==> config.mk <==
export PLATFORM = sky130hd
export DESIGN_NAME = lrc_timestamp_event_parser
export DESIGN_NICKNAME = d
export VERILOG_FILES = /design/src/hdl/lrc_tep_pkg.sv /design/src/hdl/lrc_timestamp_event_parser.sv /design/src/hdl/lrc_tep_tag_step.sv
export SDC_FILE = /design/constraint.sdc
export NUM_CORES = 1
export LEC_CHECK = 0
export BUFFER_PORTS_ARGS = -buffer_cell sky130_fd_sc_hd__buf_4
export CAP_MARGIN = 20
export CORE_MARGIN = 2
export CORE_UTILIZATION = 57
export DETAILED_ROUTE_END_ITERATION = 8
export PLACE_DENSITY = 0.76
export SLEW_MARGIN = 20
export SYNTH_ARGS = -nofsm -noshare
export SYNTH_HDL_FRONTEND = slang
export SYNTH_HIERARCHICAL = 1
export SYNTH_SLANG_ARGS = --single-unit
==> constraint.sdc <==
create_clock -name clk -period 10.7 [get_ports clk]
set_clock_uncertainty 0.1 [all_clocks]
set_input_delay 3.21 -clock clk [delete_from_list [all_inputs] [get_ports clk]]
set_output_delay 3.21 -clock clk [all_outputs]
set_load 0.005 [all_outputs]
==> src/hdl/lrc_tep_pkg.sv <==
// ============================================================================
// lrc_tep_pkg
// Shared types, widths and character codes of the lyric timestamp parser.
// ============================================================================
package lrc_tep_pkg;

    localparam int OFFSET_WIDTH = 16;
    localparam int NUMBER_WIDTH = 16;

    localparam logic [OFFSET_WIDTH-1:0] OFF_MAX = {OFFSET_WIDTH{1'b1}};
    localparam logic [NUMBER_WIDTH-1:0] NUM_MAX = {NUMBER_WIDTH{1'b1}};

    localparam logic [7:0] CH_LT     = 8'h3C;  // '<'
    localparam logic [7:0] CH_GT     = 8'h3E;  // '>'
    localparam logic [7:0] CH_LBRK   = 8'h5B;  // '['
    localparam logic [7:0] CH_RBRK   = 8'h5D;  // ']'
    localparam logic [7:0] CH_ZERO   = 8'h30;  // '0'
    localparam logic [7:0] CH_NINE   = 8'h39;  // '9'
    localparam logic [7:0] CH_COLON  = 8'h3A;  // ':'
    localparam logic [7:0] CH_DOT    = 8'h2E;  // '.'
    localparam logic [7:0] CH_LF     = 8'h0A;
    localparam logic [7:0] CH_TAB    = 8'h09;
    localparam logic [7:0] CH_VT     = 8'h0B;
    localparam logic [7:0] CH_FF     = 8'h0C;
    localparam logic [7:0] CH_CR     = 8'h0D;
    localparam logic [7:0] CH_SPACE  = 8'h20;

    localparam logic [1:0] NUM_MIN  = 2'd0;
    localparam logic [1:0] NUM_SEC  = 2'd1;

    typedef struct packed {
        logic [7:0] in_byte;
        logic       end_of_input;
    } lrc_tep_in_t;

    typedef struct packed {
        logic        event_kind;
        logic [15:0] text_offset;
        logic [27:0] frame_count;
    } lrc_tep_out_t;

    // Time-tag parse state, cleared whenever a tag opens.
    typedef struct packed {
        logic [NUMBER_WIDTH-1:0] minutes;
        logic [NUMBER_WIDTH-1:0] seconds;
        logic [NUMBER_WIDTH-1:0] hundredths;
        logic [1:0]              index;
        logic                    has_digit;
        logic                    stopped;
        logic                    first_seen;
        logic                    is_timestamp;
    } lrc_tep_tag_t;

endpackage

==> src/hdl/lrc_timestamp_event_parser.sv <==
// ============================================================================
// lrc_timestamp_event_parser
// Lyric file byte parser: tracks text length and emits timing transactions.
// ============================================================================
// Path: an accepted byte passes the input register, then the state update and
//   result register, before any result it makes shows on rsp.
// Throughput: one byte per cycle while rsp is not stalled, set by the state
//   update loop; the result register lets a new byte enter while a result waits.
// Reset: rst_n clears all parse state to text mode and drops both registers.
module lrc_timestamp_event_parser (
    input  logic                      clk,
    input  logic                      rst_n,
    input  logic                      req_valid,
    output logic                      req_stall,
    input  lrc_tep_pkg::lrc_tep_in_t  req,
    output logic                      rsp_valid,
    input  logic                      rsp_stall,
    output lrc_tep_pkg::lrc_tep_out_t rsp
);
    import lrc_tep_pkg::*;

    localparam logic [1:0] MODE_TEXT    = 2'd0;
    localparam logic [1:0] MODE_ANGLE   = 2'd1;
    localparam logic [1:0] MODE_BRACKET = 2'd2;

    localparam int OW2 = OFFSET_WIDTH + 2;

    // ------------------------------------------------------------------
    // Input register and pipeline control
    // ------------------------------------------------------------------
    logic        in_valid_reg;
    lrc_tep_in_t in_data_reg;
    logic        out_valid_reg;
    lrc_tep_out_t out_data_reg;

    logic advance;
    logic accept;
    logic fire;

    // Advance whenever the result register is empty or being drained.
    assign advance   = !out_valid_reg || !rsp_stall;
    assign req_stall = in_valid_reg && !advance;
    assign accept    = req_valid && !req_stall;
    assign fire      = in_valid_reg && advance;

    always_ff @(posedge clk or negedge rst_n)
    begin
        if (!rst_n)
            in_valid_reg <= 1'b0;
        else if (accept)
            in_valid_reg <= 1'b1;
        else if (advance)
            in_valid_reg <= 1'b0;
    end

    always_ff @(posedge clk)
    begin
        if (accept)
            in_data_reg <= req;
    end

    // ------------------------------------------------------------------
    // Parse state
    // ------------------------------------------------------------------
    logic [1:0]              mode_reg,        mode_next;
    logic                    started_reg,     started_next;
    logic                    once_reg,        once_next;
    logic [OFFSET_WIDTH-1:0] committed_reg,   committed_next;
    logic [OFFSET_WIDTH-1:0] line_len_reg,    line_len_next;
    lrc_tep_tag_t            tag_reg,         tag_next;
    lrc_tep_tag_t            tag_stepped;

    logic [7:0] ch;
    assign ch = in_data_reg.in_byte;

    lrc_tep_tag_step u_tag_step (
        .tag      (tag_reg),
        .ch       (ch),
        .tag_next (tag_stepped)
    );

    // Saturating offset sums.
    logic [OW2-1:0]          commit_sum;
    logic [OW2-1:0]          offset_sum;
    logic [OW2-1:0]          line_inc;
    logic [OFFSET_WIDTH-1:0] commit_sat;
    logic [OFFSET_WIDTH-1:0] offset_sat;
    logic [OFFSET_WIDTH-1:0] line_inc_sat;

    assign commit_sum   = OW2'(committed_reg) + OW2'(line_len_reg) + OW2'(once_reg);
    assign offset_sum   = OW2'(committed_reg) + OW2'(line_len_reg);
    assign line_inc     = OW2'(line_len_reg) + OW2'(1);
    assign commit_sat   = (commit_sum > OW2'(OFF_MAX)) ? OFF_MAX
                                                       : commit_sum[OFFSET_WIDTH-1:0];
    assign offset_sat   = (offset_sum > OW2'(OFF_MAX)) ? OFF_MAX
                                                       : offset_sum[OFFSET_WIDTH-1:0];
    assign line_inc_sat = (line_inc > OW2'(OFF_MAX)) ? OFF_MAX
                                                     : line_inc[OFFSET_WIDTH-1:0];

    // Frame count = (min*6000 + sec*100 + hundredths) / 2; products in parallel.
    logic [31:0] total_hund;
    logic [OFFSET_WIDTH+15:0] offset_ext;

    assign total_hund = 32'(tag_reg.minutes) * 32'd6000 +
                        32'(tag_reg.seconds) * 32'd100 +
                        32'(tag_reg.hundredths);
    assign offset_ext = {16'd0, offset_sat};

    logic         emit;
    lrc_tep_out_t result;

    always_comb
    begin
        mode_next      = mode_reg;
        started_next   = started_reg;
        once_next      = once_reg;
        committed_next = committed_reg;
        line_len_next  = line_len_reg;
        tag_next       = tag_reg;
        emit           = 1'b0;
        result.event_kind  = 1'b0;
        result.text_offset = offset_ext[15:0];
        result.frame_count = total_hund[28:1];

        if (in_data_reg.end_of_input)
        begin
            // End marker: emit it and return to the reset state.
            emit               = 1'b1;
            result.event_kind  = 1'b1;
            result.text_offset = 16'd0;
            result.frame_count = 28'd0;
            mode_next          = MODE_TEXT;
            started_next       = 1'b0;
            once_next          = 1'b0;
            committed_next     = '0;
            line_len_next      = '0;
            tag_next           = '0;
        end
        else if (mode_reg == MODE_ANGLE || mode_reg == MODE_BRACKET)
        begin
            if (ch != ((mode_reg == MODE_ANGLE) ? CH_GT : CH_RBRK))
            begin
                tag_next = tag_stepped;
            end
            else
            begin
                // Close the tag; metadata brackets produce nothing.
                mode_next = MODE_TEXT;
                emit      = (mode_reg == MODE_ANGLE) || tag_reg.is_timestamp;
            end
        end
        else if (ch == CH_LT)
        begin
            mode_next = MODE_ANGLE;
            tag_next  = '0;
        end
        else if (ch == CH_LBRK)
        begin
            mode_next = MODE_BRACKET;
            tag_next  = '0;
        end
        else if (ch == CH_LF)
        begin
            // Commit the line, with a separator after the first one.
            if (started_reg)
            begin
                committed_next = commit_sat;
                once_next      = 1'b1;
            end
            line_len_next = '0;
        end
        else
        begin
            // Skip leading blanks; count everything once text has started.
            if (ch != CH_SPACE && ch != CH_TAB)
            begin
                started_next  = 1'b1;
                line_len_next = line_inc_sat;
            end
            else if (started_reg)
            begin
                line_len_next = line_inc_sat;
            end
        end
    end

    always_ff @(posedge clk or negedge rst_n)
    begin
        if (!rst_n)
        begin
            mode_reg      <= MODE_TEXT;
            started_reg   <= 1'b0;
            once_reg      <= 1'b0;
            committed_reg <= '0;
            line_len_reg  <= '0;
            tag_reg       <= '0;
        end
        else if (fire)
        begin
            mode_reg      <= mode_next;
            started_reg   <= started_next;
            once_reg      <= once_next;
            committed_reg <= committed_next;
            line_len_reg  <= line_len_next;
            tag_reg       <= tag_next;
        end
    end

    // ------------------------------------------------------------------
    // Result register: hold while stalled, load on an emitting transaction
    // ------------------------------------------------------------------
    always_ff @(posedge clk or negedge rst_n)
    begin
        if (!rst_n)
            out_valid_reg <= 1'b0;
        else if (advance)
            out_valid_reg <= fire && emit;
    end

    always_ff @(posedge clk)
    begin
        if (fire && emit)
            out_data_reg <= result;
    end

    assign rsp_valid = out_valid_reg;
    assign rsp       = out_data_reg;

endmodule

==> src/hdl/lrc_tep_tag_step.sv <==
// ============================================================================
// lrc_tep_tag_step
// Next tag parse state for one character inside a tag (min:sec.hundredths).
// ============================================================================
module lrc_tep_tag_step (
    input  lrc_tep_pkg::lrc_tep_tag_t tag,
    input  logic [7:0]                 ch,
    output lrc_tep_pkg::lrc_tep_tag_t tag_next
);
    import lrc_tep_pkg::*;

    localparam int NW4 = NUMBER_WIDTH + 4;

    logic                    is_digit;
    logic                    is_space;
    logic [NUMBER_WIDTH-1:0] sel_value;
    logic [NW4-1:0]          product;
    logic [NUMBER_WIDTH-1:0] new_value;
    logic [7:0]              digit;

    assign is_digit = (ch >= CH_ZERO) && (ch <= CH_NINE);
    assign is_space = (ch == CH_SPACE) || (ch == CH_TAB) || (ch == CH_LF) ||
                      (ch == CH_VT) || (ch == CH_FF) || (ch == CH_CR);
    assign digit    = ch - CH_ZERO;

    always_comb
    begin
        case (tag.index)
            NUM_MIN: sel_value = tag.minutes;
            NUM_SEC: sel_value = tag.seconds;
            default: sel_value = tag.hundredths;
        endcase
    end

    // Accumulate one decimal digit, saturate at full scale.
    assign product   = NW4'(sel_value) * NW4'(10) + NW4'(digit[3:0]);
    assign new_value = (product > NW4'(NUM_MAX)) ? NUM_MAX : product[NUMBER_WIDTH-1:0];

    always_comb
    begin
        tag_next = tag;
        if (!tag.first_seen)
        begin
            tag_next.first_seen   = 1'b1;
            tag_next.is_timestamp = is_digit;
        end
        if (!tag.stopped)
        begin
            if (is_digit)
            begin
                tag_next.has_digit = 1'b1;
                case (tag.index)
                    NUM_MIN: tag_next.minutes    = new_value;
                    NUM_SEC: tag_next.seconds    = new_value;
                    default: tag_next.hundredths = new_value;
                endcase
            end
            else if (!tag.has_digit)
            begin
                if (!is_space)
                    tag_next.stopped = 1'b1;
            end
            else if ((tag.index == NUM_MIN && ch == CH_COLON) ||
                     (tag.index == NUM_SEC && ch == CH_DOT))
            begin
                tag_next.index     = tag.index + 2'd1;
                tag_next.has_digit = 1'b0;
            end
            else
            begin
                tag_next.stopped = 1'b1;
            end
        end
    end

endmodule

==> results of run 1 <==
==> per-stage QoR <==
stage | utilization (%) | instances | total power [mW] | area (um^2) | hold slack, ns
finish | 63.5 | 2134 | 1.72 | 17200 | 0.388
global route | 63.5 | 2134 | 1.81 | 17200 | 0.433
CTS | 63.4 | 2134 | 1.73 | 17100 | 0.392
detailed placement | 61.1 | 2102 | 1.05 | 16500 | 0.376
global placement | 61.1 | 2102 | 1.04 | 16500 | 0.373
floorplan | - | 1743 | 0.944 | 15700 | 0.356
==> worst max path at each step <==
stage	start	endpoint	slack, ns	cells after the start
floorplan	rsp_stall	req_stall	4.03	2
global placement	rsp_stall	req_stall	3.79	4
detailed placement	rsp_stall	req_stall	3.77	4
CTS	rsp_stall	req_stall	3.77	4
global route	tag_reg[44]$_DFFE_PN0P_	rsp[27]$_SDFFCE_PP0P_	3.38	24
finish	rsp_stall	req_stall	3.78	4
==> Yosys cell counts, types with 3 or more instances <==
library cell and n:
and2_1 7, o22a_1 13, or3_1 7, a31oi_1 26, edfxtp_1 54, a21o_1 35
nor4_1 7, ha_1 205, a31oi_2 8, nand2b_1 20, xor2_1 37, nand3_1 29
or2_2 8, a211o_1 3, a41oi_1 4, o21ai_0 51, nor3_1 24, nand4_1 9
clkbuf_1 44, a21oi_1 150, a2111oi_0 4, inv_1 280, nand3b_1 8, buf_6 3
a21oi_2 3, nor4b_1 5, dfrtp_1 92, o22ai_1 3, o21a_1 12, nand2_1 93
o21ai_1 3, mux2i_1 7, a22oi_1 15, a22o_1 56, o31ai_1 4, nor2_1 137
nor2b_1 16, a211oi_1 10, xnor2_1 67, o2111ai_1 5, o21bai_1 7, o211ai_1 6
fa_1 95, and3_1 16, buf_1 3
==> kinds of logic after synthesis <==
group	count (synthesis)	synth area share (%)
AO/OA/AOI/OAI	447	19.4
XOR/XNOR	105	5.96
adder cells (fa/ha/maj)	300	28.4
flip-flops	146	24.9
AND/OR/NAND/NOR	401	12.5
multiplexers	10	0.683
other	1	0.0238
buffers and inverters	333	8.14
==> power by group through the flow <==
stage               Clock [mW]  Sequential [mW]  Combinational, mW
finish                   0.672            0.659              0.393
floorplan                    0            0.661              0.282
global placement             0            0.668              0.372
CTS                      0.679            0.659              0.389
global route             0.699            0.665              0.442
detailed placement           0            0.670              0.384
==> cell type report <==
class | count | area share, %
clock buffers | 17 | 2.48
clock inverters | 15 | 1.25
inverters | 280 | 6.13
multi-input cells | 1264 | 61.7
flip-flops and latches | 146 | 22.9
well taps | 341 | 2.49
repair buffers | 71 | 3.11
==> per-layer routing <==
metal  vias up  GRT usage [%]
met5         -              0
met1      6140           37.2
met2       371           41.2
met4         0           6.47
li1       6118              -
met3        47           2.56
==> critical path, delay by kind of cell <==
family | cells | cell delay (ns)
simple gates | 1 | 0.11
buf+inv | 3 | 0.29
==> summary.txt, run 1 <==
Run status
  • Run status: finished clean

Cells and area
  • Commonest non-fill, non-tap cell in the layout: inv_1
  • Register Area: 3920 um^2
  • Max reg flops: 54
  • Layout cells sized above 1: 8.53%
  • Antenna cell count: 0
  • Area of the multi-input gates: 10600 um^2
  • Most frequent cells in the layout: inv_1 (280), ha_1 (205), a21oi_1 (150), nor2_1 (134), fa_1 (95)
  • Nets: 2093
  • Fill count: 2161
  • Area grow syn2layout: 8.95%

Worst hold path
  • Hold crit path type: flip-flop to flip-flop
  • Min-delay src: once_reg$_DFFE_PN0P_
  • Hold-critical path endpoint: once_reg$_DFFE_PN0P_
  • Hold Path Stages: 1

Synth
  • #FFs+latches synth: 146
  • Largest area contributor in the netlist: ha_1
  • Post-synthesis async set-or-reset flop share: 63.0%
  • Number of synthesis warnings: 6
  • EDFF count, synth: 54
  • Dominant synthesized flop cell: dfrtp_1
  • Sequential area share after synthesis: 24.9%
  • Syn nets: 2056
  • Yosys cell types: 87
  • Share of the synthesized area in the top cell type: 16.3%
  • Post-Syn Instances: 1743
  • Synth top area cells: ha_1 (16%), dfrtp_1 (15%), fa_1 (12%)
  • Post-Syn Area per Cell: 9.03 um^2
  • Cell Area, Synth: 15700 um^2

Pwr
  • PD cells: 101 nW/um^2
  • Cell leakage power: 8.66 nW
  • Logic pwr share: 22.8%
  • Sw Pwr: 571 uW
  • Clock power share: 39.0%
  • Sw frac: 33.1%
  • Cell Int Power: 1.15 mW
  • Seq pwr share: 38.2%
  • Max VDD drop: 0.113 mV

Drt
  • Met1 wire length: 17100 um
  • DRC: 0
  • Vias per std cell: 5.94
  • Routed Antenna Nets: 0
  • Highest Signal Layer: met4
  • DRT Pass-1 Iters: 5
  • DR vias: 12700
  • First DRT Iteration DRCs: 1085
  • Metal2 WL: 16500 um
  • WL final: 35700 um
  • Routed len/inst: 16.7 um
  • Met3 wire len: 1670 um

Clock tree
  • Worst-path clk slew: 0.07 ns
  • Bufs on Longest Clock Path: 2
  • CTS root buffer: clkbuf_16
  • Hold Buf Count CTS: 0
  • Clk sinks: 146
  • Post-CTS Setup Inserts: 0
  • Htree depth: 4
  • CTS resizes: 0
  • CTS tree: yes
  • Later-pin clock latency in the skew report: 0.44 ns
  • Num CTS Buffers: 17

Worst setup path
  • Worst R2R Start: tag_reg[45]$_DFFE_PN0P_
  • Req. time, crit path: 7.39 ns
  • Critical path's slowest cell: buf_4
  • Reg2Reg Capture Point: rsp[23]$_SDFFCE_PP0P_
  • Crit-path max cell delay: 0.13 ns
  • Crit. End Element: primary output
  • R2R Setup Slk: 3.81 ns
  • Worst path cell trace: buf_4 > nand3_1 > inv_1 > buf_4
  • Critical path arrival: 3.61 ns
  • Worst-path fanout max: 3
  • Critical path launch point type: primary input
  • Worst R2R Path Depth: 22
  • CP Class: primary input to primary output
  • Crit-path most repeated cell: buf_4

Global routing
  • Gr usage total: 25.6%
  • Largest net degree at the start of global routing: 63
  • Initial antenna violation count: 0
  • First-pass GRT wire length: 59800 um
  • Gr ovfl total: 0
  • Vias in the first global route: 12300

Die
  • Die W: 170 um
  • Site Rows: 60
  • DIE HEIGHT: 170 um
  • Initial Util: 58.3%
  • DIE AREA: 29000 um^2
  • IO Count: 60
  • Core area: 27000 um^2

Placed design
  • Final Wtd Congestion: 0.881
  • IO Port Bufs: 59
  • Final HPWL DP: 27000 um
  • DP Worst Slack: 3.77 ns

Timing
  • Pins Over Slew Limit: 0
  • Final setup fails: 0
  • Unrepaired setup endpoints after global routing: false
  • Final setup TNS: 0 ns
  • Final period util: 64.7%
  • Worst Tran Pin Value: 1.07 ns
  • Final min period: 6.92 ns
  • Hold Violations, Final: 0
  • Fmax: 144 MHz
  • Max-slew headroom at the worst pin: 27.5%
  • Worst setup margin: 3.78 ns

Job
  • Max-Cap Viols: 0
Power figures use the tool's default switching activity.
==> run 2: changes to the inputs <==
==> constraint.sdc (replaced) <==
create_clock -name clk -period 6.7 [get_ports clk]
set_clock_uncertainty 0.1 [all_clocks]
set_input_delay 2.01 -clock clk [delete_from_list [all_inputs] [get_ports clk]]
set_output_delay 2.01 -clock clk [all_outputs]
set_load 0.005 [all_outputs]
==> run 2 against run 1 <==
Net effect: critical path depth up 21; worst setup slack worse by 3.6 ns; combinational power up 65%; cell area up 1.3%; register-to-register slack worse by 3.6 ns; via count about the same.
==> summary.txt, run 2 (same netlist as run 1, synthesis figures left out) <==
Timing
  • Max-slew headroom at the worst pin: 42.8%
  • Worst Tran Pin Value: 0.848 ns
  • Pins Over Slew Limit: 0
  • Worst Hold Slack: 0.405 ns
  • Final min period: 6.50 ns
  • Final setup fails: 0
  • Final setup TNS: 0 ns
  • Hold Violations, Final: 0
  • Fmax: 154 MHz
  • Final period util: 97.0%
  • Worst setup margin: 0.198 ns

Cells and area
  • Nets: 2117
  • Area grow syn2layout: 10.4%
  • Finished Layout Cells: 2158
  • Max reg flops: 54
  • Final Util: 64.3%
  • Antenna cell count: 0
  • Final instance area: 17400 um^2
  • Commonest non-fill, non-tap cell in the layout: inv_1
  • Layout cells sized above 1: 11.0%
  • Most frequent cells in the layout: inv_1 (280), ha_1 (200), a21oi_1 (148), nor2_1 (134)

Run status
  • Run status: finished clean

Clock tree
  • CTS tree: yes
  • Num CTS Buffers: 17
  • Later-pin clock latency in the skew report: 0.44 ns
  • CTS root buffer: clkbuf_16
  • Hold Buf Count CTS: 0
  • Worst-path clk slew: 0.08 ns
  • Htree depth: 4
  • Clk sinks: 146
  • Bufs on Longest Clock Path: 2

Pwr
  • Total power: 2.66 mW
  • Max VDD drop: 0.179 mV
  • PD cells: 153 nW/um^2
  • Cell leakage power: 8.74 nW

Worst setup path
  • Worst-path fanout max: 6
  • CP Class: flip-flop to flip-flop
  • Critical path launch point type: flip-flop
  • Crit. End Element: flip-flop
  • Req. time, crit path: 6.78 ns
  • Critical path arrival: 6.58 ns

Job
  • Max-Cap Viols: 0

Placed design
  • Final Wtd Congestion: 0.899
  • IO Port Bufs: 59
  • DP Worst Slack: -0.0220 ns
  • Dpl cell area: 16600 um^2
  • Cells after DPL: 2119
  • Final HPWL DP: 27100 um

Drt
  • Routed len/inst: 16.6 um
  • Met3 wire len: 1850 um
  • Met1 wire length: 17200 um
  • Metal2 WL: 16200 um
  • WL final: 35700 um
  • Vias per std cell: 5.88
  • Routed Antenna Nets: 0
  • First DRT Iteration DRCs: 1003
  • DRC: 0
  • Highest Signal Layer: met4
  • DRT Pass-1 Iters: 6
  • DR vias: 12700

Global routing
  • First-pass GRT wire length: 59400 um
  • Largest net degree at the start of global routing: 59
  • Vias in the first global route: 12200
  • Gr ovfl total: 0
  • Gr usage total: 25.4%
  • Initial antenna violation count: 0

Die
  • DIE AREA: 29000 um^2
  • Die W: 170 um
  • Site Rows: 60
  • IO Count: 60
  • Core area: 27000 um^2
  • Initial Util: 58.3%
  • DIE HEIGHT: 170 um

Worst hold path
  • Hold crit path type: flip-flop to flip-flop
## run 2: path summary, 6_finish.rpt
kind	start	to	slack [ns]	cells after the start
max in group asynchronous	rst_n	tag_reg[48]$_DFFE_PN0P_	3.90	2
max reg2reg	tag_reg[45]$_DFFE_PN0P_	rsp[26]$_SDFFCE_PP0P_	0.20	25
max	tag_reg[45]$_DFFE_PN0P_	rsp[26]$_SDFFCE_PP0P_	0.20	25
min	once_reg$_DFFE_PN0P_	once_reg$_DFFE_PN0P_	0.41	1
min in group asynchronous	rst_n	committed_reg[3]$_DFFE_PN0P_	1.49	1
min reg2reg	once_reg$_DFFE_PN0P_	once_reg$_DFFE_PN0P_	0.41	1
## run 2: report_power, final
group          leakage, nW  switching [mW]  internal [mW]
Combinational         6.69           0.397          0.250
Sequential            1.77          0.0535          0.995
Clock                0.280           0.463          0.498
## run 2: layer usage
layer,GRT usage [%],vias up
met4,6.24,0
li1,-,6180
met2,40.6,357
met5,0,-
met3,2.72,38
met1,37.1,6112
## run 2: area by class of cell
class | count | area (um^2)
multi-input cells | 1264 | 10700
fillers | 2213 | 9640
flip-flops and latches | 146 | 3930
inverters | 280 | 1050
repair buffers | 95 | 713
well taps | 341 | 427
clock buffers | 17 | 425
clock inverters | 15 | 159
## run 2: timing repair
action,in CTS,in global routing
resized for setup,2,24
endpoints found under the setup margin,1,7
setup buffers,0,7
pin swaps,0,8
## run 2: critical path, cell delays in order, from the launching register on
cell and delay, ns:
dfrtp_2 0.44, buf_4 0.17, fa_1 0.47, inv_1 0.05
fa_1 0.53, fa_1 0.46, fa_1 0.54, inv_1 0.04
ha_1 0.32, o211ai_1 0.23, a21oi_2 0.09, o21ai_2 0.20
nand2b_1 0.10, a21oi_1 0.18, xnor2_1 0.17, ha_1 0.28
ha_2 0.33, a2111o_1 0.43, nor2_1 0.12, o211ai_1 0.16
o2111ai_2 0.15, a31o_2 0.21, a211o_1 0.16, nand3b_1 0.13
xor2_1 0.14, nor2_1 0.05
